**src/sv/pool2d_div.sv**
```systemverilog
`timescale 1ns / 1ps
`default_nettype none
// ----------------------------------------------------------------------------
// pool2d_div
// Unsigned restoring divider, one quotient bit per cycle.
// ----------------------------------------------------------------------------
module pool2d_div #(
  parameter int DW = 22,
  parameter int VW = 7
) (
  input  wire logic          clk,
  input  wire logic          rst,
  input  wire logic          start,
  input  wire logic [DW-1:0] dividend,
  input  wire logic [VW-1:0] divisor,
  output logic               done,
  output logic      [DW-1:0] quotient
);

  localparam int STEP_W = $clog2(DW + 1);

  logic              running;
  logic [STEP_W-1:0] step;
  logic [VW-1:0]     rem;
  logic [VW:0]       trial;
  logic              qbit;

  always_comb begin
    trial = {rem, quotient[DW-1]};
    qbit  = (trial >= {1'b0, divisor});
  end

  always_ff @(posedge clk) begin
    if (rst) begin
      running <= 1'b0;
      done    <= 1'b0;
    end else begin
      done <= 1'b0;
      if (start) begin
        running <= 1'b1;
      end else if (running && step == STEP_W'(DW - 1)) begin
        running <= 1'b0;
        done    <= 1'b1;
      end
    end
    if (start) begin
      quotient <= dividend;
      rem      <= '0;
      step     <= '0;
    end else if (running) begin
      quotient <= {quotient[DW-2:0], qbit};
      rem      <= qbit ? VW'(trial - {1'b0, divisor}) : trial[VW-1:0];
      step     <= step + STEP_W'(1);
    end
  end

endmodule
`default_nettype wire

```
**config.mk**
```make
export PLATFORM = sky130hd
export DESIGN_NAME = pool2d_div
export DESIGN_NICKNAME = d
export VERILOG_FILES = /design/src/sv/pool2d_div.sv
export SDC_FILE = /design/constraint.sdc
export NUM_CORES = 1
export LEC_CHECK = 0
export BUFFER_PORTS_ARGS = -buffer_cell sky130_fd_sc_hd__buf_4
export CAP_MARGIN = 20
export CORE_MARGIN = 8
export CORE_UTILIZATION = 40
export CTS_CLUSTER_DIAMETER = 200
export DETAILED_ROUTE_END_ITERATION = 10
export GPL_TIMING_DRIVEN = 0
export MAX_ROUTING_LAYER = met4
export PLACE_DENSITY_LB_ADDON = 0.2
export SLEW_MARGIN = 20
export SYNTH_ARGS = -nofsm -noshare
export SYNTH_HDL_FRONTEND = slang
export SYNTH_SLANG_ARGS = --single-unit
```
**constraint.sdc**
```tcl
create_clock -name clk -period 4.57 [get_ports clk]
set_input_delay 0.2285 -clock clk [delete_from_list [all_inputs] [get_ports clk]]
set_output_delay 0.2285 -clock clk [all_outputs]
set_load 0.05 [all_outputs]
```
# Yosys cells after proc, flatten, opt, wreduce, memory -nomap -nowiden
# Index checks and enable logic that the tools add are counted.
# word_totals
ff_bits	36
inputBits	32
output_inout_bits	23
wordCells	19
# classes
addsub	2
order_cmp	1
n_eq_ne	1
muxes	6
reduce_logical	4
# op_table
operator	count
$mux 22	2
$ge 8x7->1	1
$mux 7	1
$sub 7x7->7	1
$add 5x1->5 const B	1
$eq 5x5->1 const B	1
$reduce_bool 2->1	2
$mux 1	3
$reduce_or 2->1	1
$logic_and 1x1->1	1

# Longest topological paths before layout
# Gate-level depths: netlist of run 1.
# logic_depth
ltp_word	4
depth_mapped	9
depth_no_buf	8

# Least setup slack after synthesis of run 1
# OpenSTA, ideal clock, no wires.
# synth_timing
path_type	reg-to-reg
start	reg quotient[21]
end	reg quotient[0] (data pin)
arrival_ns	2.218
path_slack_ns	2.222
path_stages_with_launch	10
n_path_buf	1
period_less_slack_ns	2.348
path_cell_list	edfxtp_1 -> inv_1 -> ha_1 -> fa_1 -> nor2b_1 -> o22ai_2 -> a31oi_4 -> or2_1 -> buf_6 -> mux2_2
# synth_between
elab_chain_len	3
# synth_lines
element	line	rtl
from (decl)	17	output logic [DW-1:0] quotient
from (signal assigned)	47	quotient <= dividend;
from (signal assigned)	51	quotient <= {quotient[DW-2:0], qbit};
$ge 8x7->1	30	qbit = (trial >= {1'b0, divisor});
$mux 22	50	end else if (running) begin
$mux 22	46	if (start) begin
# Every way passes these cells. The select of a mux whose other input is x is not followed.
# A chain may end at the register's enable or synchronous reset.

# Worst setup path after layout of run 1
# Ends and elaborated chain as after synthesis.

==> impl_metrics.toml, run 1 <==
[run_status]
status = "completed"

[sta]
worst_pin_slew_ns = 0.873
drv_slew = 0
hold_viol = 0
setup_viol = 0
max_slew_margin_pct = 41.7
post-route-min-period_ns = 2.23
whs_ns = 0.101
finClkSkew_ns = 0.00757
fin_tns_setup_ns = 0
fmax_ghz = 0.449
period_share_pct = 48.8
grt_setup_unrepaired = "no"

[power]
p_seq_share_pct = 48.0
p_total_uw = 816
irDropWorstVdd_v = 0.000206
clkPwrFrac_pct = 26.2
p_int_uw = 565
p_sw_uw = 251
p_leak_uw = 0.00103
p_comb_share_pct = 25.8
p_per_area_nw_per_um2 = 331
switching_share_pct = 30.8

[cells_and_area]
layout.nets = 270
final_core_util_pct = 53.0
fin_area_um2 = 2470
most-common-layout-cells = "54 x buf_4, 23 x mux2_2, 22 x edfxtp_1"
syn_to_final_growth_pct = 28.9
layout_commonest_cell = "buf_4"
antenna_cells = 0
drive_gt1_share_pct = 38.9

[yosys]
synth_nets = 209
syn_avg_cell_area_um2 = 11.5
synthArstFlopShare_pct = 0
postSynthCellCount = 167
yosysWarnings = 0
ys_seq_area_share_pct = 49.1
ys_types = 41
syn_area_um2 = 1920
synth-edff-count = 22
ys_seq_elements = 36
ys.flop_type = "edfxtp_1"

[job]
drv_cap = 0

[setup_path]
cpPeakStageDelay_ns = 0.38
endpoint_kind = "flip-flop"
path_max_fanout = 8
crit_path_start_kind = "flip-flop"
slowest_stage = "edfxtp_1"
cp_num_buf_inv = 2
cpLargestDelayFamily = "adder cells"
cp.arrival_ns = 2.38
cp.required_ns = 4.73
critPathKind = "flip-flop to flip-flop"
crit_chain = "inv_1 > ha_1 > fa_1 > nor2b_1 > o22ai_2 > a31oi_4 > or2_1 > buf_6 > mux2_2"

[clock_tree]
htreeDepth = 2
postCtsHoldBufs = 0
cts_buffers = 5
clk_latency_ns = 0.29
path_clk_slew_ns = 0.07
ctsResizeCount = 0
cts_tree = "built"
clock_path_buffers = 2
ctsRootBufferMaster = "clkbuf_8"
postCtsSetupRepairBufs = 0
cts.sinks = 36

[routing]
vias = 1464
detail-route-antenna-nets = 0
detail_route.wl_per_cell_um = 14.9
routed_via_density = 5.17
wl_mm = 4.21
firstDrtPassIters = 4
drc = 0
drt_first_iter_violations = 67

[placed_design]
io_buffers = 54
gp_congestion = 0.759
dpl-instance-area_um2 = 2390
place_hpwl_mm = 3.18

[global_routing]
grt-ovfl-total = 0
antenna_found_initial = 0
grt_usage_pct = 12.6
grt_first_pass_wirelength_mm = 7.18
grt_max_degree = 23
grt_pass1_vias = 1519

[floorplanning]
fp-row-count = 25
die_width_um = 85.2
die-area_um2 = 7260
start_util_pct = 41.1
core_um2 = 4660
dieHeight_um = 85.2
num_io_pins = 55

[worst_hold_path]
min-delay-path-class = "input pin to flip-flop"
[area by class of cell]
class                   instances  area (um2)
flip-flops and latches         36         941
clock inverters                 1        5.00
clock buffers                   7        76.3
plain buffers                   7        33.8
inverters                      13        48.8
well taps                      54        67.6
repair buffers                 54         405
multi-input cells             111         892
fillers                       421        2190
[registers in the layout, indices dropped and copies added, names as in the netlist]
| register | cells |
|---|---|
| done | 1 |
| quotient | 22 |
| rem | 7 |
| running | 1 |
| step | 5 |
[path summary, 6_finish.rpt]
path / start / endpoint / slack [ns] / cells after the start
worst max register to register: quotient[21] / quotient[0] / 2.34 / 9
worst max-delay path: quotient[21] / quotient[0] / 2.34 / 9
worst min register to register: rem[6] / rem[6] / 0.47 / 2
worst min-delay path: rst / running / 0.10 / 2
[power by group through the flow]
stage	clock (uW)	combinational [uW]	sequential (uW)
after floorplan	0	70.9	468
after global placement	0	211	399
after detailed placement	0	212	398
after CTS	224	213	392
after global routing	238	225	396
final	214	211	392
[cells in the mapped netlist, types with 2 or more instances]
cell	number	share of area, %
xor2_1	4	1.8
edfxtp_1	22	34
dfxtp_1	14	15
nor2_1	10	2.0
o211ai_1	5	2.0
buf_1	5	0.98
nor3b_1	2	0.78
mux2_2	23	14
ha_1	9	5.9
nand2_1	12	2.4
nor3_1	3	0.78
nand2b_1	2	0.65
inv_1	13	2.5
or2_1	2	0.65
o221ai_1	3	1.4
o21ai_0	4	1.0
a21oi_1	5	1.3
nor2b_1	4	1.3
nand4_1	3	0.98
[metrics by stage]
stage               instances  setup slack (ns)
detailed placement        275              2.35
global placement          275              2.36
floorplan                 167              2.22
CTS                       283              2.32
global route              283              2.15
finish                    283              2.34
[cell families (layout without fill, tap and decap cells)]
| group | after synthesis | after routing | synth area share [%] |
|---|---|---|---|
| simple gates | 44 | 44 | 11.8 |
| flops | 36 | 36 | 49.1 |
| compound gates | 28 | 28 | 11.5 |
| mux | 24 | 24 | 14.0 |
| buf+inv | 20 | 82 | 4.31 |
| fa+ha+maj | 10 | 10 | 6.92 |
| xor+xnor | 5 | 5 | 2.29 |
[worst register-to-register path, delay by kind of cell (launching register included)]
family | cells | cell delay, ns
AOI/OAI and AO/OA | 2 | 0.41
adders and majority gates | 2 | 0.58
buffers and inverters | 2 | 0.19
DFF | 1 | 0.38
muxes | 1 | 0.15
and+or+nand+nor | 2 | 0.39
[layer usage]
metal / vias to the layer above / share of wire, % / wire, um / GRT usage [%]
met5: - / 0 / 0 / -
met1: 686 / 45 / 1910 / 14.5
met3: 6 / 7.8 / 329 / 5.41
li1: 734 / - / - / -
met4: 0 / 1.5 / 65 / 4.85
met2: 38 / 45 / 1900 / 19.1
(Power assumes the default switching activity.)
==> inputs of run 2 (changes only) <==
ABC_AREA = 1   (was unset)
clock period = 1.9 ns   (was 4.57 ns; I/O delays follow)
==> run 2 against run 1 <==
Against the previous run:
- first-iteration DRC count increased by 24%
- clock skew about the same
- flip-flop and latch count unchanged
- register-to-register slack got worse by 2.2 ns
- sequential share of layout area decreased by 1.1 points
- critical path depth increased by 2
- die area increased by 0.48%
- worst hold slack got worse by 0.024 ns
- design area increased by 2.8%
==> impl_metrics.toml, run 2 <==
[yosys]
synth_common_cells = "110 x nand2_1, 26 x inv_1, 22 x edfxtp_1"
postSynthCellCount = 244
yosysMostFrequentCell = "nand2_1"
syn_avg_cell_area_um2 = 7.90
syn_area_um2 = 1930
yosysWarnings = 0
synthTopCellsByArea = "edfxtp_1 34%, nand2_1 21%, dfxtp_1 15%"
synth-edff-count = 22
ys_types = 24
synth_top_area_share_pct = 34.3
synth_nets = 286
ys_seq_area_share_pct = 48.8
ys.flop_type = "edfxtp_1"
ys_seq_elements = 36
synthArstFlopShare_pct = 0
synth_top_area_cell = "edfxtp_1"

[cells_and_area]
fin_area_um2 = 2540
most-common-layout-cells = "108 x nand2_1, 54 x buf_4, 25 x inv_1"
antenna_cells = 0
layout.nets = 348
final_core_util_pct = 54.1
regMostFlops = "quotient"
drive_gt1_share_pct = 24.8
finalNonFillerCells = 361
layout_commonest_cell = "nand2_1"
largest_register_ffs = 22
syn_to_final_growth_pct = 31.8
reg_top3 = "quotient (22), rem (7), step (5)"

[setup_path]
timing.rr.start = "quotient[21]"
cp.depth = 11
critPathKind = "flip-flop to flip-flop"
critPathLaunch = "quotient[21]"
cp.required_ns = 2.07
path_max_fanout = 7
slowest_stage = "fa_2"
crit_chain = "inv_1 > ha_2 > fa_2 > inv_2 > nand3_2 > nand2_2 > nand2_2 > nand3_4 > nand3_1 > nand3_1 > nand2_1"
cp_num_buf_inv = 2
endpoint_kind = "flip-flop"
r2r_cells = 11
crit_path_start_kind = "flip-flop"
cp.arrival_ns = 1.93
cpPeakStageDelay_ns = 0.36
cpLargestDelayFamily = "simple AND/OR/NAND/NOR gates"

[clock_tree]
htreeDepth = 2
ctsRootBufferMaster = "clkbuf_8"
clk_latency_ns = 0.28
cts_buffers = 5
path_clk_slew_ns = 0.07
cts_tree = "built"
cts.sinks = 36
clock_path_buffers = 2

[job]
drv_cap = 0

[floorplanning]
die-area_um2 = 7290
core_um2 = 4690
fp-row-count = 25
dieHeight_um = 85.4
die_width_um = 85.4
num_io_pins = 55
start_util_pct = 41.1

[power]
irDropWorstVdd_v = 0.000450
p_per_area_nw_per_um2 = 821
p_leak_uw = 0.00129

[sta]
max_slew_margin_pct = 40.3
worst_pin_slew_ns = 0.895
period_share_pct = 92.4
grt_setup_unrepaired = "no"
finClkSkew_ns = 0.00772
whs_ns = 0.0771
fmax_ghz = 0.570
hold_viol = 0
drv_slew = 0
post-route-min-period_ns = 1.75
fin_tns_setup_ns = 0
setup_viol = 0

[routing]
detail_route.wl_per_cell_um = 12.9
vias = 1716
wl_met1_mm = 2.17
wl_met3_um = 177
firstDrtPassIters = 4
drc = 0
detail-route-antenna-nets = 0
wl_met2_mm = 2.26
wl_mm = 4.66
routed_via_density = 4.75
top_layer_used = "met4"
drt_first_iter_violations = 83

[placed_design]
io_buffers = 53
dpl-instance-area_um2 = 2410
placedCellCount = 351
gp_congestion = 0.881
place_hpwl_mm = 3.55

[global_routing]
antenna_found_initial = 0
grt_usage_pct = 13.3
grt_pass1_vias = 1727
grt_max_degree = 24
grt_first_pass_wirelength_mm = 7.64
grt-ovfl-total = 0

[worst_hold_path]
min-delay-path-class = "input pin to flip-flop"
holdPathStages = 3
min_from = "dividend[13]"

[run_status]
status = "completed"
==> run 2: cell count changes in the layout (fill, tap and decap cells not counted), moves of 3 or more <==
| cell | previous run | this run |
|---|---|---|
| xor2_1 | 4 | 1 |
| nand3b_1 | 0 | 4 |
| inv_1 | 13 | 25 |
| o221ai_1 | 3 | 0 |
| clkbuf_1 | 3 | 6 |
| buf_1 | 5 | 0 |
| nand2_1 | 12 | 108 |
| mux2_2 | 23 | 0 |
| nor2b_1 | 4 | 0 |
| o211ai_1 | 5 | 0 |
| nand3_1 | 0 | 16 |
| inv_2 | 0 | 5 |
==> run 2: final cells by class <==
type	count	area, um2
buffer	5	18.8
clock buffer	7	97.6
clock inverter	1	5.00
fill	486	2150
inverter	30	113
multi-input combinational	173	882
sequential	36	941
tap	54	67.6
timing repair buffer	55	415
==> run 2: path summary, 6_finish.rpt <==
path                       end  slack, ns
setup / recovery        rem[5]       0.15
setup reg to reg        rem[5]       0.15
hold reg to reg        step[4]       0.46
hold / removal    quotient[13]       0.08
==> run 2: where the power goes <==
part	internal (uW)	leakage [uW]	total, uW	switching, uW
Combinational	186	0.000898	544	357
Clock	336	0.0000534	598	262
Sequential	905	0.000340	942	37.5
Total	1430	0.00129	2080	657
==> run 2: per-layer routing <==
layer | vias up | GRT usage (%)
li1 | 903 | -
met1 | 770 | 14.9
met2 | 39 | 22.2
met3 | 4 | 3.47
met4 | 0 | 5.10
met5 | - | -
==> run 2: stage by stage <==
| stage | power [uW] | worst slack, ns |
|---|---|---|
| 2_1_floorplan | 1320 | -0.0468 |
| 3_3_place_gp | 1490 | 0.0894 |
| 3_5_place_dp | 1500 | 0.0618 |
| 4_1_cts | 2100 | 0.0408 |
| 5_1_grt | 2180 | 0.00948 |
| 6_report | 2080 | 0.145 |
==> run 2: timing repair <==
item	4_1_cts	5_1_grt
hold buffers	1	0
hold endpoints to repair	1	0
gates resized for setup	0	1
buffers inserted	0	1
endpoints found under the setup margin	0	8
==> run 2: worst reg2reg max path, cell delays in order (launching register included) <==
cell and delay (ns):
edfxtp_1 0.35, inv_1 0.07, ha_2 0.19, fa_2 0.36
inv_2 0.08, nand3_2 0.06, nand2_2 0.12, nand2_2 0.08
nand3_4 0.11, nand3_1 0.09, nand3_1 0.08, nand2_1 0.05
==> run 2: cells by family (layout without fill, tap and decap cells) <==
group / count (synthesis) / after routing / synth area share, %
flip-flops: 36 / 36 / 48.8
XOR/XNOR: 2 / 2 / 0.909
adder cells (fa/ha/maj): 10 / 10 / 6.88
buffers and inverters: 35 / 98 / 6.82
AO/OA/AOI/OAI: 11 / 11 / 3.83
AND/OR/NAND/NOR: 150 / 150 / 32.7
==> inputs of run 3 (changes only) <==
clock period = 1.7 ns   (was 1.9 ns; I/O delays follow)
==> run 3 against run 2 <==
Against the previous run:
- largest power group unchanged
- worst setup slack worse by 0.11 ns
- highest routed layer unchanged
- largest cell class is now multi-input gates
- power is 17% higher
- sequential share of layout area down 1.6 points
- combinational power up 19%
- flip-flop and latch count stayed put
- utilization rose by 2.4 points
- critical path depth unchanged
- clock power grew 25%
- via count grew 1.6%
- global-route usage up 0.92 points
- first-iteration DRC count grew 29%
==> impl_metrics.toml, run 3 (synthesis results as in run 2) <==
[routing]
detail_route.wl_per_cell_um = 13.5
routed_via_density = 4.77
detail-route-antenna-nets = 0
drc = 0
vias = 1744
drt_first_iter_violations = 107
wl_mm = 4.93
firstDrtPassIters = 4

[power]
irDropWorstVdd_v = 0.000534
p_int_uw = 1670
p_per_area_nw_per_um2 = 923
switching_share_pct = 31.7
p_leak_uw = 0.00132
p_comb_share_pct = 26.5
p_sw_uw = 775
p_seq_share_pct = 43.1
clkPwrFrac_pct = 30.4

[floorplanning]
core_um2 = 4690
fp-row-count = 25
dieHeight_um = 85.4
die_width_um = 85.4
num_io_pins = 55
die-area_um2 = 7290
start_util_pct = 41.1

[sta]
period_share_pct = 98.0
post-route-min-period_ns = 1.67
setup_viol = 0
worst_pin_slew_ns = 0.580
whs_ns = 0.0600
finalWorstSetupSlack_ns = 0.0348
grt_setup_unrepaired = "yes"
fmax_ghz = 0.601
drv_slew = 0
max_slew_margin_pct = 61.3
hold_viol = 0
finClkSkew_ns = 0.0108

[setup_path]
cpPeakStageDelay_ns = 0.36
critPathKind = "flip-flop to flip-flop"
path_max_fanout = 7
endpoint_kind = "flip-flop"
cp.required_ns = 1.88
endpoint = "rem[4]"
crit_chain = "inv_2 > ha_4 > fa_2 > inv_2 > nand3_2 > nand2_4 > nand2_4 > nand3_4 > nand2_1 > nand3_1 > nand2_1"
r2r_cells = 11
cp.arrival_ns = 1.84
critPathLaunch = "quotient[21]"
crit_path_start_kind = "flip-flop"
slowest_stage = "edfxtp_1"
r2r_end = "rem[4]"
timing.rr.start = "quotient[21]"
regToRegSetupSlack_ns = 0.03

[job]
drv_cap = 0

[cells_and_area]
drive_gt1_share_pct = 30.1
most-common-layout-cells = "106 x nand2_1, 58 x buf_4, 23 x inv_1"
syn_to_final_growth_pct = 37.6
layout_commonest_cell = "nand2_1"
reg_top3 = "quotient (22), rem (7), step (5)"
layout.nets = 353
largest_register_ffs = 22
regMostFlops = "quotient"
antenna_cells = 0

[clock_tree]
path_clk_slew_ns = 0.08
ctsRootBufferMaster = "clkbuf_8"
cts_buffers = 5
cts_tree = "built"
htreeDepth = 2
clock_path_buffers = 2
cts.sinks = 36
clk_latency_ns = 0.29

[placed_design]
dp_worst_setup_slack_ns = -0.117
gp_congestion = 0.838
place_hpwl_mm = 3.57
io_buffers = 53

[global_routing]
grt-ovfl-total = 0
grt_pass1_vias = 1777
grt_usage_pct = 14.2
grt_max_degree = 24
grt_first_pass_wirelength_mm = 8.11
antenna_found_initial = 0

[worst_hold_path]
min-delay-path-class = "input pin to flip-flop"

[run_status]
status = "completed"
run 3: cell types whose count changed in the layout (fill, tap and decap cells not counted), sizes merged:
cell / previous run / this run
buf: 54 / 58
clkinvlp: 0 / 2
bufinv: 0 / 1
inv: 30 / 29
clkbuf: 12 / 11
run 3: power groups by stage:
| stage | Sequential, uW | Clock [uW] | Combinational, uW |
|---|---|---|---|
| floorplan | 1260 | 0 | 218 |
| global placement | 1070 | 0 | 595 |
| detailed placement | 1070 | 0 | 601 |
| CTS | 1060 | 759 | 635 |
| global route | 1060 | 797 | 707 |
| finish | 1050 | 745 | 649 |
run 3: timing repair:
action / 4_1_cts / 5_1_grt
hold buffers: 1 / 0
hold endpoints to repair: 1 / 0
setup endpoints to repair: 8 / 31
buffers inserted: 3 / 2
resized for setup: 11 / 8
pin swaps: 4 / 4
cloned: 0 / 1
run 3: how the worst min path moves through the flow:
stage	from	end	slack, ns	depth (start not counted)
2_1_floorplan	rst	done	0.16	1
6_report	dividend[7]	quotient[7]	0.06	3
3_3_place_gp	rst	done	0.27	2
3_5_place_dp	rst	done	0.27	2
5_1_grt	dividend[7]	quotient[7]	0.06	3
4_1_cts	dividend[3]	quotient[3]	0.05	3
run 3: area by class of cell:
cell class,count,area [um2]
multi-input combinational,173,947
clock buffer,6,72.6
clock inverter,2,35.0
inverter,30,116
sequential,36,941
timing repair buffer,59,445
tap,54,67.6
timing repair inverter,1,7.51
fill,445,2040
buffer,5,18.8
run 3: critical path, delay by kind of cell (launching register included):
| kind | cells | cell delay, ns |
|---|---|---|
| fa+ha+maj | 2 | 0.51 |
| simple gates | 7 | 0.55 |
| buf+inv | 2 | 0.14 |
| flops | 1 | 0.36 |
run 3: through the flow:
stage | cell area (um2) | util [%] | cells | total power, uW | TNS, ns
after floorplan | 1950 | - | 244 | 1470 | -1.86
after global placement | 2410 | 51.4 | 351 | 1670 | -0.451
after detailed placement | 2410 | 51.4 | 351 | 1680 | -0.615
after CTS | 2610 | 55.5 | 363 | 2450 | -0.232
after global routing | 2650 | 56.5 | 366 | 2570 | -0.442
final | 2650 | 56.5 | 366 | 2450 | 0
run 3: routing by layer:
layer	track usage [%]	wire length (um)	vias up
li1	-	-	912
met1	16.7	2230	789
met2	23.3	2480	41
met3	3.19	190	2
met4	5.25	24	0
met5	-	0	-
