## src/sv/pool2d_colred.sv

```systemverilog
`timescale 1ns / 1ps
`default_nettype none
// ----------------------------------------------------------------------------
// pool2d_colred
// Column reduction: max, sum and count of the real samples of one stored
// column inside the window rows, registered.
// ----------------------------------------------------------------------------
module pool2d_colred #(
  parameter int SLOTS     = 8,
  parameter int DATA_BITS = 16,
  parameter int SUM_W     = 22,
  parameter int CNT_W     = 7
) (
  input  wire logic                                  clk,
  input  wire logic                                  rst,
  input  wire logic                                  in_vld,
  input  wire logic [SLOTS-1:0][DATA_BITS:0]         word,
  input  wire logic [SLOTS-1:0]                      mask,
  output logic                                       cr_vld,
  output logic signed [DATA_BITS-1:0]                cr_max,
  output logic signed [SUM_W-1:0]                    cr_sum,
  output logic        [CNT_W-1:0]                    cr_cnt
);

  logic signed [DATA_BITS-1:0] best;
  logic signed [SUM_W-1:0]     sum;
  logic        [CNT_W-1:0]     cnt;

  always_comb begin
    logic signed [DATA_BITS-1:0] v;
    best = {1'b1, {(DATA_BITS-1){1'b0}}};
    sum  = '0;
    cnt  = '0;
    for (int k = 0; k < SLOTS; k++) begin
      v = signed'(word[k][DATA_BITS-1:0]);
      if (mask[k] && !word[k][DATA_BITS]) begin
        if (cnt == '0 || v > best) begin
          best = v;
        end
        sum = sum + SUM_W'(v);
        cnt = cnt + CNT_W'(1);
      end
    end
  end

  always_ff @(posedge clk) begin
    if (rst) begin
      cr_vld <= 1'b0;
    end else begin
      cr_vld <= in_vld;
    end
    cr_max <= best;
    cr_sum <= sum;
    cr_cnt <= cnt;
  end

endmodule
`default_nettype wire

```

## config.mk

```make
export PLATFORM = sky130hd
export DESIGN_NAME = pool2d_colred
export DESIGN_NICKNAME = d
export VERILOG_FILES = /design/src/sv/pool2d_colred.sv
export SDC_FILE = /design/constraint.sdc
export NUM_CORES = 1
export LEC_CHECK = 0
export BUFFER_PORTS_ARGS = -buffer_cell sky130_fd_sc_hd__buf_2
export CAP_MARGIN = 20
export CELL_PAD_IN_SITES_DETAIL_PLACEMENT = 1
export CELL_PAD_IN_SITES_GLOBAL_PLACEMENT = 2
export CORE_MARGIN = 1
export CORE_UTILIZATION = 34
export DETAILED_ROUTE_END_ITERATION = 8
export HOLD_SLACK_MARGIN = 0.12
export PLACE_DENSITY = 0.87
export SLEW_MARGIN = 20
export SYNTH_ARGS = -nofsm -noshare
export SYNTH_HDL_FRONTEND = slang
export SYNTH_SLANG_ARGS = --single-unit
```

## constraint.sdc

```tcl
create_clock -name clk -period 25 [get_ports clk]
set_clock_uncertainty 0.2 [all_clocks]
set_input_delay 5 -clock clk [delete_from_list [all_inputs] [get_ports clk]]
set_output_delay 5 -clock clk [all_outputs]
set_load 0.01 [all_outputs]
```

## Word-level counts from Yosys, hierarchy flattened

Index checks and enable logic that the tools add are counted.

- Add/subtract/negate cells: 14
- $lt $le $gt $ge: 7
- Multiplexer cells: 31
- Reduce and logical (&&, ||, !) cells: 30

Operator list:

| operator | count |
|---|---|
| $mux 16 | 15 |
| $mux 22 | 8 |
| $add 22x16->22 | 7 |
| $gt 16x16->1 | 7 |
| $add 7x1->7 const B | 7 |
| $logic_not 7->1 | 7 |
| $mux 7 | 7 |
| $logic_and 1x1->1 | 8 |
| $logic_not 1->1 | 8 |
| $logic_or 1x1->1 | 7 |
| $mux 1 | 1 |

- Bits in registers: 46

## Logic depth before layout (Yosys ltp)

Gate-level depths: netlist of the first run.

- Word-level depth: 31
- Mapped depth: 106
- Depth with buffers taken out: 96

## Worst setup path after synthesis of the first run

OpenSTA, ideal clock, no wires.

- Kind: input-to-reg
- Start point: input mask[0]
- End point: register cr_max[0]
- Arrival: 22,512 ps
- Setup slack: 2,213 ps
- Cell stages on the path: 101
- Path buffers: 11
- Cell sequence: nor2b_1 > clkbuf_1 > clkbuf_1 > nand2_1 > ha_1 > nand4_2 > nor4_2 > o21ai_1 > a31oi_2 > o21a_1 > clkbuf_1 > clkbuf_1 > nor3_1 > a21oi_1 > inv_1 > ha_1 > nand3_1 > or3_1 > [65 not listed] > a31oi_2 > mux2i_4 > nand2_2 > o21a_1 > ha_1 > nor2b_1 > o21a_1 > o21ai_0 > nand2b_1 > a21oi_1 > o21ai_0 > a21oi_1 > xnor2_1 > a31oi_1 > o21ai_1 > clkbuf_1 > o31ai_1 > o22ai_1

- Cells in the longest elaborated chain, start to end: 30
- Elaborated cells between the ends (all ways): 50
- Those cells by class: add/sub (6); order compare (7); mux (22); reduce/logical (15)

RTL lines:

| item | line | source |
|---|---|---|
| start, declared | 18 | `input wire logic [SLOTS-1:0] mask,` |
| $logic_and 1x1->1 (*) | 36 | `if (mask[k] && !word[k][DATA_BITS]) begin` |
| $mux 16 / $mux 1 (equally long branches) | 36 |  |
| $gt 16x16->1 / $logic_not 7->1 (equally long branches) | 37 | `if (cnt == '0 \|\| v > best) begin` |
| $logic_or 1x1->1 | 37 |  |
| $mux 16 | 37 |  |
| $mux 16 | 36 |  |
| $gt 16x16->1 | 37 |  |
| $logic_or 1x1->1 | 37 |  |
| [15 not listed] | -- |  |
| $logic_or 1x1->1 | 37 |  |
| $mux 16 | 37 |  |
| $mux 16 | 36 |  |
| $gt 16x16->1 | 37 |  |
| $logic_or 1x1->1 | 37 |  |
| $mux 16 | 37 |  |
| $mux 16 (*) | 36 |  |
| via best[0] | 25 | `logic signed [DATA_BITS-1:0] best;` |
| end signal, assigned | 52 | `cr_max <= best;` |
| end, declared | 20 | `output logic signed [DATA_BITS-1:0] cr_max,` |

Mark *: on every way through the listed nets, which the timed path passes. The rest lies on a longest branch.
A chain may end at the register's enable or synchronous reset.

## Worst setup path in the final report of the first run

- Start point: input word[16] (netlist name)
- End point: register cr_max[1]

- Cells in the longest elaborated chain, start to end: 31
- Elaborated cells between the ends (all ways): 51
- Those cells by class: add/sub (6); order compare (7); mux (22); reduce/logical (16)

RTL lines:

| item | line | source |
|---|---|---|
| start, declared | 17 | `input wire logic [SLOTS-1:0][DATA_BITS:0] word,` |
| $logic_not 1->1 (*) | 36 |  |
| $logic_and 1x1->1 (*) | 36 |  |
| $mux 16 / $mux 1 (equally long branches) | 36 |  |
| $gt 16x16->1 / $logic_not 7->1 (equally long branches) | 37 |  |
| $logic_or 1x1->1 | 37 |  |
| $mux 16 | 37 |  |
| $mux 16 | 36 |  |
| $gt 16x16->1 | 37 |  |
| [16 not listed] | -- |  |
| $logic_or 1x1->1 | 37 |  |
| $mux 16 | 37 |  |
| $mux 16 | 36 |  |
| $gt 16x16->1 | 37 |  |
| $logic_or 1x1->1 | 37 |  |
| $mux 16 | 37 |  |
| $mux 16 (*) | 36 |  |
| via best[1] | 25 |  |

Marks and branches as above.

==> results of run 1 <==
## area by class of cell
cell class	instances	area (um^2)	area share (%)
clock inverter	3	68.8	0.458
clock buffer	5	125	0.833
multi-input combinational	1553	11200	74.3
tap	511	639	4.26
antenna	2	5.00	0.0333
inverter	250	938	6.25
timing repair buffer	216	1150	7.68
sequential	46	921	6.13
## routing by layer
| layer | up-vias | track usage, % | routed length [um] |
|---|---|---|---|
| li1 | 6959 | - | - |
| met1 | 6625 | 30.4 | 21900 |
| met2 | 238 | 43.3 | 23300 |
| met3 | 64 | 1.69 | 1260 |
| met4 | 0 | 6.55 | 1310 |
| met5 | - | 0 | 0 |
## registers in the layout, summed over array words and instances, names as in the netlist
signal / count
cr_cnt: 7
cr_sum: 22
cr_max: 16
cr_vld: 1
## power breakdown
| group | internal [uW] | switching, uW |
|---|---|---|
| clock | 57.6 | 33.5 |
| sequential | 101 | 8.56 |
| combinational | 275 | 383 |
## synth_stat cells (4+ instances only)
master,count
nor2_1,133
fa_1,7
a211oi_1,7
o21bai_1,51
mux2i_1,5
mux2_2,43
nand2_1,206
nor3_1,14
nand2b_1,17
or3_1,4
xor2_1,18
ha_1,256
nand3_1,12
nor3b_1,6
and3_1,8
inv_1,250
o21ai_1,12
a31oi_1,8
and2_1,5
a21oi_1,189
clkbuf_1,38
o211ai_1,4
a211o_1,4
o31ai_1,39
xnor2_1,106
o21a_1,15
a22o_1,9
a21o_1,29
dfxtp_1,46
buf_2,5
nand4_1,16
o21ai_0,194
a21boi_0,31
and4_1,5
nor2b_1,24
nand3b_1,5
buf_1,9
## path summary, 6_finish.rpt
kind	from	endpoint	slack (ps)	cells after the start
min	rst	cr_vld	4640	2
max	word[16]	cr_max[1]	1700	97
## critical path, delay by kind of cell
family / cells / cell delay, ps
compound gates: 42 / 8270
buf+inv: 11 / 1510
fa+ha+maj: 7 / 1970
mux: 3 / 1040
xor+xnor: 1 / 90
simple gates: 33 / 5370
## cell families (layout without fill, tap and decap cells)
| logic type | after synthesis | after routing | share of synthesized area [%] |
|---|---|---|---|
| xor gates and xnor gates | 124 | 124 | 8.22 |
| buffers and inverters | 306 | 474 | 8.91 |
| and+or+nand+nor | 473 | 473 | 16.2 |
| other | 1 | 4 | 0.0284 |
| adders and majority gates | 265 | 265 | 25.5 |
| AOI/OAI and AO/OA | 638 | 638 | 29.7 |
| DFF | 46 | 46 | 6.97 |
| muxes | 51 | 51 | 4.50 |
## cells in the final DEF, fill, tap and decap left out, drive strengths merged, types with 9 or more instances in the layout
cell,instances
nor2,133
inv,250
ha,256
o21bai,51
o21ai,208
nor3,15
a22o,9
nand2,207
dfxtp,46
xor2,18
o21a,15
nor2b,24
nand3,12
xnor2,106
nand4,17
nand2b,17
buf,216
a31oi,12
mux2,44
a21oi,189
a21o,29
o31ai,41
a21boi,32
## metrics by stage
| stage | std cells | area (um^2) | power (uW) | setup slack (ps) |
|---|---|---|---|---|
| detailed placement | 2570 | 14700 | 756 | 43.4 |
| finish | 2586 | 15000 | 858 | 1700 |
| global route | 2586 | 15000 | 947 | 36.3 |
| floorplan | 1905 | 13200 | 571 | 2210 |
| CTS | 2578 | 14900 | 854 | 311 |
| global placement | 2570 | 14700 | 728 | 913 |
## what timing repair did
action	4_1_cts	5_1_grt
buffers inserted	0	6
setup endpoints to repair	0	16
resized for setup	0	9
==> summary.md, run 1 <==
| Metric | Value |
|---|---|
| Total track usage | a little under a quarter |
| FILL cells | 4,937 |
| Final hold vios | 0 |
| Largest net degree at the start of global routing | 46 |
| Hold Buf Count CTS | 0 |
| Global-route wire length before repair | between 70,000 and 80,000 um |
| Prevailing post-synth register cell | dfxtp_1 |
| Setup violators final | 0 |
| DR iter-0 viols | just under 600 |
| Worst VDD drop | around 0.000032 V |
| Die area | between 30,000 and 40,000 um^2 |
| Register area share after synthesis | about 7.0% |
| Fin crit share | roughly 93% |
| Netlist cell types | 85 |
| Peak Freq | 42.9 MHz |
| RSZ-0062 raised after global routing | false |
| Post-DRT Antenna Nets | 0 |
| Clock transition at path regs | ~70 ps |
| DR vias/cell | 5.37 |
| Synth area leader | ha_1 |
| TritonCTS clock tree | built |
| GRT overflow | 0 |
| Area of the mapped netlist | between 10,000 and 15,000 um^2 |
| Initial Utilization | a little over a third |
| CTS root buffer | clkbuf_16 |
| Kind of critical path | in2reg |
| Max Cap Viol | 0 |
| CP Capture Type | flop |
| Post-synth ARST share | 0% |
| Tightest Pin Transition | about 1000 ps |
| Chip Height | 199 um |
| Site Rows | a little over 70 |
| Yosys reg bits | 46 |
| Post-synth EDFFs | 0 |
| Avg Cell Area, Syn | ~7 um^2 |
| Core area | about 38,000 um^2 |
| HPWL after detailed placement | 41,200 um |
| Top cell by count, worst path | a21oi_1 |
| Leak | 0.00735 uW |
| Total power density per cell area | between 50 and 60 nW/um^2 |
| Final min period | about 23,000 ps |
| PortBufs | around 190 |
| Relative slew slack | a little under a third |
| GP Congestion | slightly above 0.9 |
| Area Overhead vs Synth | 13.6% |
| WL/cell | around 18 um |
| Initial antenna violation count | 2 |
| Final Core Density | between 30% and 40% |
| Max stage delay on crit path | 440 ps |
| First-pass iteration count of the detailed router | 5 |
| Cells after synthesis | between 1.5k and 2k |
| Clk buf depth | 2 |
| H-tree Lvls | 2 |
| DRC Markers | 0 |
| Startpoint Class | input pin |
| Die width | approximately 200 um |
| Setup tns final | 0 ps |
| Synth top area share | between 20 and 25% |
| Vias in the first global route | roughly 14k |
| Nets | around 2.5k |
| TritonCTS buffer count | 5 |
| Io pins | 193 |
| Data required, critical path | approximately 25,000 ps |
| Largest cells by area after synthesis | ha_1 24%, o21ai_0 7.3%, a21oi_1 7.2%, inv_1 7.1%, xnor2_1 7.0% |
| Arrival time worst endpoint | roughly 23,000 ps |
| Syn. warnings | 0 |
| WHS | 4640 ps |
| Vias | about 14k |
| Slowest cell on the critical path | o41ai_1 |
| Final WL | between 40,000 and 50,000 um |
| CTS sink cnt | 46 |
| Ratio of cells with drive above 1 in the final layout | roughly 14% |
| Outcome | finished clean |
| Max-slew violation count | 0 |
| Hold WC Path Type | in2reg |
| Worst-path maximum fanout | 26 |
Note: power is estimated with default switching activity, not from simulation.
==> run 2: changes to the inputs <==
--- a/config.mk
+++ b/config.mk
@@ -5,12 +5,13 @@
 export SDC_FILE = /design/constraint.sdc
 export NUM_CORES = 1
 export LEC_CHECK = 0
+export ABC_AREA = 1
 export BUFFER_PORTS_ARGS = -buffer_cell sky130_fd_sc_hd__buf_2
 export CAP_MARGIN = 20
 export CELL_PAD_IN_SITES_DETAIL_PLACEMENT = 1
 export CELL_PAD_IN_SITES_GLOBAL_PLACEMENT = 2
 export CORE_MARGIN = 1
-export CORE_UTILIZATION = 34
+export CORE_UTILIZATION = 32
 export DETAILED_ROUTE_END_ITERATION = 8
 export HOLD_SLACK_MARGIN = 0.12
 export PLACE_DENSITY = 0.87
==> run 2 against run 1 <==
  * Clock power decreased by 17%
  * Synthesized cell count up 8.2%
  * Sequential power is essentially flat
  * Worst setup slack better by 2700 ps
  * Final area decreased by 4.9%
  * Global-route usage fell by 2.9 points
  * Final cell count grew 6.1%
  * Sequential cell count did not move
  * Die area rose by 1.3%
==> summary.md, run 2 <==
| Metric | Value |
|---|---|
| Most common cell after layout, fill and taps aside | nand2_1 |
| Setup violators final | 0 (unchanged) |
| Most frequent cells in the layout | 544 x nand2_1, 256 x ha_1, 230 x o21ai_0 |
| Peak Freq | 48.6 MHz (+13%) |
| Synth area leader | ha_1 |
| Global-route wire length before repair | 70,100 um (-7.1%) |
| DR vias/cell | 5.02 (-6.5%) |
| Max-slew violation count | 0 (unchanged) |
| Logic pwr share | 77.9% (+1.2 points) |
| Clock network fraction of total power | 9.2% (-1.4 points) |
| H-tree Lvls | 2 (unchanged) |
| CTS root buffer | clkbuf_16 |
| Final hold vios | 0 (unchanged) |
| Fin area | 14,300 um^2 (-4.9%) |
| Final min period | 20,580 ps (-2720 ps) |
| Commonest cells post-synth | 544 x nand2_1, 256 x ha_1, 230 x o21ai_0 |
| Initial antenna violation count | 9 (+7) |
| GP Congestion | 0.901 (-0.78%) |
| Footprint of the multi-input gates | 10,600 um^2 (-5.0%) |
| Count leader, synth | nand2_1 |
| Area Overhead vs Synth | 13.4% |
| Switching share of total power | 52.2% (+2.7 points) |
| Worst-path maximum fanout | 32 (+23%) |
| Max FFs per register | 22 (unchanged) |
| Worst VDD drop | 0.0000267 V (-15%) |
| CTS sink cnt | 46 (unchanged) |
| Kind of critical path | in2reg |
| Hold Buf Count CTS | 0 (unchanged) |
| Vias in the first global route | 14.2k (-1.7%) |
| Setup tns final | 0 ps (unchanged) |
| P_int | 395 uW (-8.9%) |
| TritonCTS buffer count | 5 (unchanged) |
| Post-CTS sizing | 0 (unchanged) |
| Ratio of cells with drive above 1 in the final layout | 11.4% (-3.1 points) |
| Tightest Pin Transition | 1080 ps (+61.0 ps) |
| TritonCTS clock tree | built |
| PortBufs | 192 (unchanged) |
| Core area | 38,700 um^2 (+2.1%) |
| FILL cells | 5,263 (+6.6%) |
| Area of the mapped netlist | 12,600 um^2 (-4.7%) |
| Clock transition at path regs | 60 ps (about the same) |
| Hold WC Path Type | in2reg |
| Top cell by count, worst path | nand2_1 |
| Clk buf depth | 2 (unchanged) |
| Max stage delay on crit path | 700 ps (+260 ps) |
| RSZ-0062 raised after global routing | false |
| Arrival time worst endpoint | 20,560 ps (-2780 ps) |
| Cell family with most CP delay | simple AND/OR/NAND/NOR gates |
| Site Rows | 72 (+1.4%) |
| Syn. warnings | 0 (unchanged) |
| Sequential share of power | 12.9% (+0.2 points) |
| Total power density per cell area | 57.8 nW/um^2 (+1.2%) |
| WL/cell | 15.6 um (-15%) |
| Largest regs | cr_sum: 22 flops, cr_max: 16 flops, cr_cnt: 7 flops |
| Final WL | 42,800 um (-10%) |
| Post-CTS setup buffer count | 0 (unchanged) |
| Yosys reg bits | 46 (unchanged) |
| GRT overflow | 0 (unchanged) |
| Reported net switching power | 431 uW (+1.5%) |
| Post-synth EDFFs | 0 (unchanged) |
| Dpl ws | 4020 ps (+3980 ps) |
| Vias | 13.8k (-0.80%) |
| Placed cell areas | 14,100 um^2 (-4.3%) |
| Relative slew slack | 27.9% (-3.4 points) |
| Post-DRT Antenna Nets | 0 (unchanged) |
| Slowest cell on the critical path | nor2_2 |
| Final Core Density | 36.9% (-2.7 points) |
| Synth top area share | 25.4% (+1.2 points) |
| Max Cap Viol | 0 (unchanged) |
| Most flops, register | cr_sum |
| Post-synth ARST share | 0% (unchanged) |
| Startpoint Class | input pin |
| First-pass iteration count of the detailed router | 5 (unchanged) |
| Die area | 40,200 um^2 (+1.3%) |
| HPWL after detailed placement | 38,100 um (-7.7%) |
| Avg Cell Area, Syn | 6.11 um^2 (-12%) |
| Netlist cell types | 47 (-45%) |
| Chip Height | 200 um (+0.64%) |
| DR iter-0 viols | 416 (-28%) |
| Register area share after synthesis | 7.31% (+0.34 points) |
| Die width | 200 um (+0.64%) |
| Prevailing post-synth register cell | dfxtp_1 |
| Total track usage | 21.1% (-2.9 points) |
| Leak | 0.00787 uW (+7.0%) |
| Nets | 2,633 (+6.1%) |
| Outcome | finished clean |
| Final setup margin | 4420 ps (+2720 ps) |
| CP Capture Type | flop |
| Finished Layout Cells | 2,744 (+6.1%) |
| Sequential Area | 921 um^2 (unchanged) |
| Worst path bufs/invs | 6 (-5) |
| Cell Count Post-Placement | 2,733 (+6.3%) |
| Fin crit share | 82.3% (-11 points) |
| Cells after synthesis | 2,061 (+8.2%) |
| Largest net degree at the start of global routing | 44 (-4.3%) |
| Largest cells by area after synthesis | ha_1 25%, nand2_1 16%, o21ai_0 9.1%, dfxtp_1 7.3%, a21oi_1 7.2% |
| Io pins | 193 (unchanged) |
| Data required, critical path | 24,980 ps (-60 ps) |
| DRC Markers | 0 (unchanged) |
| Initial Utilization | 32.5% (-2.3 points) |
==> run 2: changes by cell type in the layout (fill, tap and decap cells not counted), moves of 37 or more <==
cell      previous run  this run
xnor2_1            106        49
xor2_1              18        56
o21bai_1            51        11
nand3_1             12       118
o21ai_0            193       230
mux2_2              43         0
nand2_1            205       544
==> run 2: layer usage <==
metal	global-route usage (%)	wire length, um
met1	26.0	19900
met2	38.6	20500
met3	2.00	1200
met4	5.97	1060
met5	0	89
==> run 2: layout make-up <==
| type | instances | area share, % |
|---|---|---|
| Antenna cell | 2 | 0.0350 |
| Inverter | 233 | 6.12 |
| Clock buffer | 6 | 0.902 |
| Timing Repair Buffer | 204 | 7.48 |
| Sequential cell | 46 | 6.45 |
| Clock inverter | 2 | 0.263 |
| Multi-Input combinational cell | 1733 | 74.2 |
| Tap cell | 518 | 4.54 |
==> run 2: stage by stage <==
stage	total power [uW]	hold WS, ps
4_1_cts	832	4660
5_1_grt	926	4660
3_3_place_gp	727	4960
2_1_floorplan	577	4870
3_5_place_dp	753	4970
6_report	826	4660
==> run 2: cell families (layout without fill, tap and decap cells) <==
kind of cell               after synthesis  count (layout)  synth area share, %
xor gates and xnor gates               105             105                 7.30
AOI/OAI and AO/OA                      492             492                 21.0
buffers and inverters                  283             445                 8.61
DFF                                     46              46                 7.31
other                                    1               4               0.0298
and+or+nand+nor                        871             871                 29.3
adders and majority gates              263             263                 26.5
==> run 2: path summary, 6_finish.rpt <==
kind / slack [ps] / to / from / cells past startpoint
worst max-delay path: 4420 / cr_max[11] / word[16] / 85
worst min-delay path: 4660 / cr_vld / rst / 2
==> run 2: power groups by stage <==
stage          combinational, uW  sequential (uW)  clock, uW
6_report                     643              107       75.8
5_1_grt                      738              110       79.1
4_1_cts                      648              107       77.1
3_5_place_dp                 644              109          0
3_3_place_gp                 619              109          0
2_1_floorplan                453              124          0
==> run 3: changes to the inputs <==
==> constraint.sdc (replaced) <==
create_clock -name clk -period 21.2 [get_ports clk]
set_clock_uncertainty 0.2 [all_clocks]
set_input_delay 4.24 -clock clk [delete_from_list [all_inputs] [get_ports clk]]
set_output_delay 4.24 -clock clk [all_outputs]
set_load 0.01 [all_outputs]
==> run 3 against run 2 <==
  * Sequential power rose by 18%
  * Largest cell class unchanged
  * Sequential share of layout area barely moved
  * Combinational power rose by 18%
  * Core utilization fell by 0.094 points
  * Die area did not move
  * Wire length rose by 0.77%
  * First-iteration DRC count rose by 1.7%
  * Sequential cell count did not move
  * Critical path depth rose by 1
  * Clock-buffer cell count rose by 1
  * Largest power group unchanged
  * Worst setup slack got worse by 2600 ps
==> summary.md, run 3 (synthesis results as in run 2) <==
| Metric | Value |
|---|---|
| FILL cells | 5,261 (-0.038%) |
| Total power density per cell area | 68.0 nW/um^2 (+18%) |
| Fin crit share | between 90% and 100% |
| Final min period | just under 20,000 ps |
| TritonCTS buffer count | 5 (unchanged) |
| Initial Utilization | 32.5% (unchanged) |
| Largest net degree at the start of global routing | 44 (unchanged) |
| Most frequent cells in the layout | 543 x nand2_1, 256 x ha_1, 230 x o21ai_0 |
| Site Rows | 72 (unchanged) |
| Peak Freq | slightly above 50 MHz |
| Core area | 38,700 um^2 (unchanged) |
| Top cell by count, worst path | nand2_1 |
| First-pass iteration count of the detailed router | 5 (unchanged) |
| Relative slew slack | 28.0% (+0.099 points) |
| Pwr Total | 969 uW (+17%) |
| Worst path bufs/invs | 6 (unchanged) |
| Sequential Area | 921 um^2 (unchanged) |
| Cell family with most CP delay | simple AND/OR/NAND/NOR gates |
| DR iter-0 viols | 423 (+1.7%) |
| CTS sink cnt | 46 (unchanged) |
| GRT overflow | 0 (unchanged) |
| CTS root buffer | clkbuf_16 |
| WHS Path Cells | 2 (unchanged) |
| Max FFs per register | 22 (unchanged) |
| Data required, critical path | 21,180 ps (-3800 ps) |
| Vias in the first global route | 14.3k (+0.34%) |
| Outcome | finished clean |
| Area Overhead vs Synth | 13.1% |
| Die width | 200 um (unchanged) |
| Max stage delay on crit path | 500 ps (-200 ps) |
| Ratio of cells with drive above 1 in the final layout | 11.4% (about the same) |
| Leak | 0.00785 uW (-0.19%) |
| Final hold vios | 0 (unchanged) |
| Final Core Density | 36.8% (-0.094 points) |
| Final WL | 43,100 um (+0.77%) |
| Setup tns final | 0 ps (unchanged) |
| H-tree Lvls | 2 (unchanged) |
| Max Cap Viol | 0 (unchanged) |
| Tightest Pin Transition | 1080 ps (-1.48 ps) |
| Worst VDD drop | 0.0000304 V (+14%) |
| Most common cell after layout, fill and taps aside | nand2_1 |
| Setup violators final | 0 (unchanged) |
| TritonCTS clock tree | built |
| Hold WC Path Type | in2reg |
| DRC Markers | 0 (unchanged) |
| Die area | 40,200 um^2 (unchanged) |
| Nets | 2,632 (-0.038%) |
| RSZ-0062 raised after global routing | false |
| DR vias/cell | 5.03 (+0.20%) |
| WL/cell | 15.7 um (+0.81%) |
| Clk buf depth | 2 (unchanged) |
| Largest regs | cr_sum: 22 flops, cr_max: 16 flops, cr_cnt: 7 flops |
| GP Congestion | 0.915 (+1.6%) |
| Hold Path Origin | rst |
| Global-route wire length before repair | 71,100 um (+1.4%) |
| Slowest cell on the critical path | clkinv_1 |
| Arrival time worst endpoint | 19,350 ps (-1210 ps) |
| Most flops, register | cr_sum |
| Total track usage | 21.4% (+0.27 points) |
| HPWL after detailed placement | 38,200 um (+0.44%) |
| Worst min-delay path endpoint | cr_vld |
| Post-DRT Antenna Nets | 0 (unchanged) |
| Worst-path maximum fanout | 32 (unchanged) |
| PortBufs | 192 (unchanged) |
| Chip Height | 200 um (unchanged) |
| Io pins | 193 (unchanged) |
| Kind of critical path | in2reg |
| Startpoint Class | input pin |
| Vias | 13.8k (+0.16%) |
| Footprint of the multi-input gates | 10,600 um^2 (about the same) |
| Clock transition at path regs | 60 ps (about the same) |
| CP Capture Type | flop |
| Initial antenna violation count | 9 (unchanged) |
| Max-slew violation count | 0 (unchanged) |
[run 3: cell types whose count changed in the layout (fill, tap and decap cells not counted), sizes merged]
cell	previous run	this run
clkinvlp	1	0
clkinv	6	7
bufinv	1	0
[run 3: area by class of cell]
cell class	instances	area share [%]
inverter	233	6.14
antenna	2	0.0351
sequential	46	6.46
clock inverter	1	0.0351
clock buffer	7	1.00
multi-input combinational	1733	74.5
timing repair buffer	203	7.32
tap	518	4.55
[run 3: how the worst max path moves through the flow]
stage               slack [ps]  cells past startpoint     start          to
global placement          1190                     85  word[16]  cr_max[15]
floorplan                 4240                     98   mask[0]  cr_max[13]
finish                    1830                     86  word[16]  cr_max[15]
CTS                        980                     87  word[16]   cr_max[0]
global route               180                     87   mask[0]  cr_max[15]
detailed placement         710                     86  word[16]  cr_max[15]
[run 3: timing repair]
action / 4_1_cts / 5_1_grt
hold buffers: 0 / 0
gates resized for setup: 0 / 2
setup buffers: 0 / 0
setup endpoints to repair: 0 / 16
endpoints found under the hold margin: 0 / 0
[run 3: metal layers]
layer | track usage (%) | vias to the layer above | routed length (um)
met1 | 26.5 | 6304 | 20100
met3 | 1.82 | 45 | 1180
met2 | 39.8 | 199 | 21100
met4 | 4.47 | 14 | 674
li1 | - | 7235 | -
met5 | 0 | - | 89
[run 3: where the power goes]
part	leakage [uW]	total [uW]	switching, uW	internal (uW)
sequential	0.000387	126	6.96	119
clock	0.0000739	81.7	34.8	46.9
combinational	0.00739	761	470	292
total	0.00785	969	512	457
[run 3: stage by stage]
stage | hold WS (ps) | cell area [um^2] | setup WS (ps) | cells
final | 3900 | 14200 | 1830 | 2743
after global routing | 3910 | 14200 | 183 | 2741
after CTS | 3900 | 14200 | 982 | 2741
after detailed placement | 4210 | 14100 | 712 | 2733
after global placement | 4200 | 14100 | 1190 | 2733
after floorplan | 4110 | 12600 | 4240 | 2062
